$ cat config.mk
export PLATFORM = sky130hd
export DESIGN_NAME = bqjd_divider
export DESIGN_NICKNAME = d
export VERILOG_FILES = /design/src/hw/rtl/bqjd_pkg.sv /design/src/hw/rtl/bqjd_divider.sv
export SDC_FILE = /design/constraint.sdc
export NUM_CORES = 1
export LEC_CHECK = 0
export ABC_AREA = 1
export CAP_MARGIN = 5
export CORE_UTILIZATION = 40
export CTS_BUF_LIST = sky130_fd_sc_hd__clkbuf_4 sky130_fd_sc_hd__clkbuf_8
export DETAILED_ROUTE_END_ITERATION = 10
export DONT_BUFFER_PORTS = 1
export PLACE_DENSITY = 0.56
export SYNTH_ARGS = -nofsm -noshare
export SYNTH_HDL_FRONTEND = slang
export SYNTH_SLANG_ARGS = --single-unit
$ cat constraint.sdc
create_clock -name clk_i -period 2.53 [get_ports clk_i]
set_clock_uncertainty 0.15 [all_clocks]
set_input_delay 0.506 -clock clk_i [delete_from_list [all_inputs] [get_ports clk_i]]
set_output_delay 0.506 -clock clk_i [all_outputs]
set_load 0.005 [all_outputs]
$ cat src/hw/rtl/bqjd_pkg.sv
// Shared constants, types and helper functions of the bounded queue job dispatcher.
`timescale 1ns / 1ps
`default_nettype none

package bqjd_pkg;

  localparam int MAX_SERVERS = 32;
  localparam int MAX_DEPTH   = 16;
  localparam int TIME_BITS   = 20;

  localparam int SRV_W  = $clog2(MAX_SERVERS);
  localparam int SLOT_W = $clog2(MAX_DEPTH);
  localparam int NS_W   = SRV_W + 1;
  localparam int CAP_W  = SLOT_W + 1;
  localparam int FILL_W = $clog2(MAX_SERVERS * MAX_DEPTH) + 1;
  localparam int ADDR_W = SRV_W + SLOT_W;

  localparam int SVC_W      = 10;
  localparam int CFG_IDX_W  = 2;
  localparam int CFG_DATA_W = 20;

  localparam logic [TIME_BITS-1:0] TIME_MAX    = '1;
  localparam logic [TIME_BITS-1:0] CLOSE_RESET = TIME_BITS'(540);

  // Remainder unit: wide runs take the whole dividend, narrow runs only a queue slot.
  localparam int DIV_W            = FILL_W;
  localparam int DIV_CNT_W        = $clog2(DIV_W + 1);
  localparam int DIV_WIDE_STEPS   = DIV_W;
  localparam int DIV_NARROW_STEPS = SLOT_W;

  typedef enum logic [CFG_IDX_W-1:0] {
    CFG_NUM_SERVERS   = 2'd0,
    CFG_LINE_CAPACITY = 2'd1,
    CFG_CLOSE_TIME    = 2'd2
  } cfg_idx_e;

  typedef enum logic [3:0] {
    ST_IDLE,
    ST_CHECK,
    ST_DIV_SRV,
    ST_TAIL_START,
    ST_SCAN,
    ST_DIV_HEAD,
    ST_DIV_TAIL,
    ST_WRITE,
    ST_READ,
    ST_UPDATE,
    ST_DONE
  } state_e;

  typedef struct packed {
    logic              start;
    logic              narrow;
    logic [DIV_W-1:0]  dividend;
    logic [NS_W-1:0]   divisor;
  } div_req_t;

  typedef struct packed {
    logic            done;
    logic [NS_W-1:0] remainder;
  } div_rsp_t;

  function automatic logic [TIME_BITS-1:0] sat_add(input logic [TIME_BITS-1:0] a,
                                                   input logic [TIME_BITS-1:0] b);
    logic [TIME_BITS:0] sum;
    sum = {1'b0, a} + {1'b0, b};
    return sum[TIME_BITS] ? TIME_MAX : sum[TIME_BITS-1:0];
  endfunction

endpackage

`default_nettype wire

$ cat src/hw/rtl/bqjd_divider.sv
// Bit-serial restoring remainder unit shared by the dispatcher sequencer.
`timescale 1ns / 1ps
`default_nettype none

module bqjd_divider (
  input  wire logic               clk_i,
  input  wire logic               rst_ni,
  input  wire bqjd_pkg::div_req_t req_i,
  output bqjd_pkg::div_rsp_t      rsp_o
);

  logic                               busy_q;
  logic                               done_q;
  logic [bqjd_pkg::DIV_CNT_W-1:0]     cnt_q;
  logic [bqjd_pkg::DIV_W-1:0]         dvd_q;
  logic [bqjd_pkg::NS_W-1:0]          dvs_q;
  logic [bqjd_pkg::NS_W-1:0]          rem_q;
  logic [bqjd_pkg::NS_W:0]            trial;
  logic [bqjd_pkg::NS_W:0]            diff;
  logic [bqjd_pkg::NS_W-1:0]          rem_d;

  // One quotient bit per cycle: shift in the next dividend bit, subtract if it fits.
  always_comb begin
    trial = {rem_q, dvd_q[bqjd_pkg::DIV_W-1]};
    diff  = trial - {1'b0, dvs_q};
    rem_d = (trial >= {1'b0, dvs_q}) ? diff[bqjd_pkg::NS_W-1:0] : trial[bqjd_pkg::NS_W-1:0];
  end

  always_ff @(posedge clk_i or negedge rst_ni) begin
    if (!rst_ni) begin
      busy_q <= 1'b0;
      done_q <= 1'b0;
      cnt_q  <= '0;
    end else begin
      done_q <= 1'b0;
      if (req_i.start) begin
        busy_q <= 1'b1;
        cnt_q  <= req_i.narrow ? bqjd_pkg::DIV_CNT_W'(bqjd_pkg::DIV_NARROW_STEPS)
                               : bqjd_pkg::DIV_CNT_W'(bqjd_pkg::DIV_WIDE_STEPS);
      end else if (busy_q) begin
        cnt_q <= cnt_q - 1'b1;
        if (cnt_q == bqjd_pkg::DIV_CNT_W'(1)) begin
          busy_q <= 1'b0;
          done_q <= 1'b1;
        end
      end
    end
  end

  always_ff @(posedge clk_i) begin
    if (req_i.start) begin
      rem_q <= '0;
      dvs_q <= req_i.divisor;
      if (req_i.narrow) begin
        dvd_q <= {req_i.dividend[bqjd_pkg::SLOT_W-1:0],
                  {(bqjd_pkg::DIV_W - bqjd_pkg::SLOT_W){1'b0}}};
      end else begin
        dvd_q <= req_i.dividend;
      end
    end else if (busy_q) begin
      rem_q <= rem_d;
      dvd_q <= {dvd_q[bqjd_pkg::DIV_W-2:0], 1'b0};
    end
  end

  assign rsp_o.done      = done_q;
  assign rsp_o.remainder = rem_q;

endmodule

`default_nettype wire

==> impl_metrics.xml <==
<?xml version="1.0" encoding="UTF-8"?>
<metrics>
  <group name="logic_synthesis">
    <metric name="postSynthNetCount" unit="">205</metric>
    <metric name="synth_top_area_share" unit="%">30.92</metric>
    <metric name="yosysWarningCount" unit="">0</metric>
    <metric name="yosysUniqueCellTypes" unit="">30</metric>
    <metric name="synthTopCellsByArea" unit="">edfxtp_1, nand2_1, dfrtp_1, dfxtp_1, inv_1</metric>
    <metric name="synth_seq_cells" unit="">28</metric>
    <metric name="synth.cell_area" unit="sq mm">0.001554</metric>
    <metric name="synthCells" unit="">175</metric>
    <metric name="synth_sequential_area_ratio" unit="%">48.31</metric>
    <metric name="syn_area_per_cell" unit="sq um">8.880</metric>
    <metric name="synthDominantAreaCellType" unit="">edfxtp_1</metric>
  </group>
  <group name="job">
    <metric name="max_cap_violations" unit="">0</metric>
  </group>
  <group name="finish">
    <metric name="layout-drive-gt1-share" unit="%">6.742</metric>
    <metric name="final_cell_mix" unit="">nand2_1, inv_1, edfxtp_1</metric>
    <metric name="most_common_library_cell_in_the_layout_ignoring_fill_and_taps" unit="">nand2_1</metric>
    <metric name="n_antenna_cell" unit="">0</metric>
    <metric name="layout-area-overhead-vs-synth" unit="%">8.615</metric>
    <metric name="n_fill_cell" unit="">373</metric>
    <metric name="finalNetCount" unit="">209</metric>
  </group>
  <group name="die">
    <metric name="placement_rows" unit="">22</metric>
    <metric name="initial_core_utilization" unit="%">42.13</metric>
    <metric name="die_h" unit="um">64.33</metric>
    <metric name="io_pins" unit="">27</metric>
    <metric name="die_span_in_x" unit="um">64.33</metric>
    <metric name="die_ar" unit="sq mm">0.004138</metric>
    <metric name="std_cell_core_area" unit="sq mm">0.003689</metric>
  </group>
  <group name="global_route">
    <metric name="vias_in_the_first_global_route" unit="">1126</metric>
    <metric name="aggregate_global_route_resource_usage" unit="%">15.54</metric>
    <metric name="grt-ovfl-total" unit="">0</metric>
    <metric name="antenna_violations_before_repair" unit="">0</metric>
    <metric name="grt_first_pass_wirelength" unit="um">4919</metric>
    <metric name="grt_max_degree" unit="">17</metric>
  </group>
  <group name="setup_path">
    <metric name="timing.critical_path.required" unit="ns">2.61</metric>
    <metric name="worst_ep_arrival_time" unit="ns">1.95</metric>
    <metric name="critical_path.startpoint_type" unit="">register</metric>
    <metric name="critical_path_peak_fanout" unit="">2</metric>
    <metric name="crit_path_end_kind" unit="">register</metric>
    <metric name="timing_worst_setup_path_type" unit="">register to register</metric>
  </group>
  <group name="timing">
    <metric name="timing.final.max_slew_violations" unit="">0</metric>
    <metric name="worst_pin_slew" unit="ns">0.4754</metric>
    <metric name="rsz0062_at_grt" unit="">false</metric>
    <metric name="post-route-min-period" unit="ns">1.869</metric>
    <metric name="post-route-period-util" unit="%">73.85</metric>
    <metric name="timing_hold_violations_final" unit="">0</metric>
    <metric name="setup_slack" unit="ns">0.6615</metric>
    <metric name="max-slew-margin-rel" unit="%">68.19</metric>
    <metric name="setup_viol_count_final" unit="">0</metric>
    <metric name="setup-tns-final" unit="ns">0</metric>
    <metric name="achievable-frequency" unit="MHz">535.2</metric>
  </group>
  <group name="placement">
    <metric name="dp.final_hpwl" unit="um">2277</metric>
    <metric name="place_worst_setup_slack" unit="ns">0.6889</metric>
    <metric name="finalWeightedCongestion" unit="">0.8900</metric>
    <metric name="placement.io_buffers" unit="">0</metric>
  </group>
  <group name="clock_tree">
    <metric name="clock_tree.buffer_depth" unit="">2</metric>
    <metric name="postCtsSetupBuffers" unit="">0</metric>
    <metric name="clock_insertion_delay_worst_skew" unit="ns">0.27</metric>
    <metric name="clkTransAtPathRegs" unit="ns">0.10</metric>
    <metric name="ctsHtreeMaxLevel" unit="">1</metric>
    <metric name="cts_num_sinks" unit="">28</metric>
    <metric name="cts_tree" unit="">yes</metric>
    <metric name="cts-buffers-inserted" unit="">3</metric>
    <metric name="cts_root_buf" unit="">clkbuf_8</metric>
  </group>
  <group name="drt">
    <metric name="drt_wl_total" unit="um">2992</metric>
    <metric name="ant_nets" unit="">0</metric>
    <metric name="route.vias.total" unit="">1205</metric>
    <metric name="dr_pass1_iterations" unit="">4</metric>
    <metric name="avgRoutedWirePerCell" unit="um">13.24</metric>
    <metric name="detail_route.vias_per_cell" unit="">5.332</metric>
    <metric name="drt_drc_violations_left" unit="">0</metric>
    <metric name="detailedRoute.firstIterationViolations" unit="">89</metric>
  </group>
  <group name="pwr">
    <metric name="power.ir.vdd_worst" unit="V">0.0003045</metric>
    <metric name="power_per_cell_area" unit="mW/mm^2">881.4</metric>
    <metric name="cellLeakagePower" unit="nW">0.7892</metric>
  </group>
  <group name="run_status">
    <metric name="run_status" unit="">finished, final reports clean</metric>
  </group>
  <group name="hold_path">
    <metric name="hold_path_class" unit="">input port to register</metric>
  </group>
</metrics>
-- path summary, 6_finish.rpt --
kind | startpoint | slack, ns | cells past startpoint | endpoint
worst max register to register | dvs_q[0] | 0.66 | 8 | rem_q[4]
worst max-delay path | dvs_q[0] | 0.66 | 8 | rem_q[4]
worst min-delay path | req_i[17] | 0.15 | 1 | done_q
max in group asynchronous | rst_ni | 1.63 | 1 | cnt_q[2]
min in group asynchronous | rst_ni | 0.38 | 1 | done_q
worst min register to register | rem_q[2] | 0.36 | 2 | rem_q[2]
-- Yosys cell counts --
| cell | instances |
|---|---|
| a21oi_1 | 4 |
| or2_4 | 1 |
| nand3b_2 | 1 |
| inv_1 | 31 |
| a21oi_4 | 1 |
| nor3_1 | 2 |
| nand3_4 | 1 |
| nor2_1 | 5 |
| dfxtp_1 | 6 |
| nand3_1 | 13 |
| nand2_1 | 44 |
| buf_4 | 1 |
| clkbuf_1 | 2 |
| nor2_4 | 1 |
| nor2_2 | 1 |
| a22o_1 | 3 |
| xnor2_1 | 1 |
| nand4_1 | 8 |
| o211ai_1 | 3 |
| o31ai_1 | 1 |
| o21ai_0 | 6 |
| fa_1 | 1 |
| dfrtp_1 | 6 |
| nor4_1 | 2 |
| or2_1 | 1 |
| ha_1 | 9 |
| xor2_1 | 1 |
| o21ai_1 | 2 |
| edfxtp_1 | 16 |
| nand2_2 | 1 |
-- kinds of logic after synthesis --
family	after synthesis	synth area share, %
AOI/OAI and AO/OA	20	8.535
and+or+nand+nor	81	25.04
adders and majority gates	10	8.535
xor gates and xnor gates	2	1.127
DFF	28	48.31
buffers and inverters	34	8.454
-- state kept, by name (all words and copies together) (netlist names) --
signal and flops:
busy_q 1, dvd_q 10, cnt_q 4, dvs_q 6, done_q 1, rem_q 6
-- layer usage --
| layer | track usage, % | vias to the layer above | wire, um |
|---|---|---|---|
| li1 | - | 592 | - |
| met1 | 19.19 | 571 | 1331 |
| met2 | 25.92 | 38 | 1475 |
| met3 | 3.214 | 4 | 141 |
| met4 | 6.944 | 0 | 44 |
| met5 | 0 | - | 0 |
-- report_power, final --
part | leakage [nW] | switching (mW) | internal [mW] | total (mW)
Clock | 0.0357 | 0.143 | 0.212 | 0.355
Combinational | 0.459 | 0.299 | 0.201 | 0.500
Sequential | 0.294 | 0.0694 | 0.563 | 0.632
Total | 0.789 | 0.512 | 0.976 | 1.49
-- what timing repair did --
action / in CTS / in global routing
resized for setup: 0 / 0
hold buffers: 1 / 0
setup endpoints to repair: 0 / 0
hold endpoints to repair: 6 / 0
-- per-stage QoR --
stage | std cells | power, mW | utilization [%] | hold slack (ns) | instance area, sq um
CTS | 226 | 1.495 | 45.76 | 0.1455 | 1688
global route | 226 | 1.590 | 45.76 | 0.1420 | 1688
finish | 226 | 1.488 | 45.76 | 0.1523 | 1688
detailed placement | 221 | 1.134 | 43.56 | 0.06057 | 1607
global placement | 221 | 1.135 | 43.56 | 0.06060 | 1607
floorplan | 175 | 1.030 | - | 0.06041 | 1554
-- cell type report --
class / instances / area [sq um] / area share [%]
flip-flops and latches: 28 / 750.7 / 44.48
clock buffers: 3 / 41.29 / 2.446
repair buffers: 2 / 17.52 / 1.038
multi-input cells: 113 / 671.9 / 39.81
inverters: 31 / 116.4 / 6.894
clock inverters: 1 / 30.03 / 1.779
well taps: 48 / 60.06 / 3.558
-- worst max-delay path: stages, from the launching register on --
cell,delay (ns)
edfxtp_1,0.42
ha_1,0.21
fa_1,0.42
or2_1,0.26
nand3_1,0.07
nand2_1,0.06
nand3_1,0.08
nand3_1,0.07
nand2_1,0.07
Power figures use the tool's default switching activity.
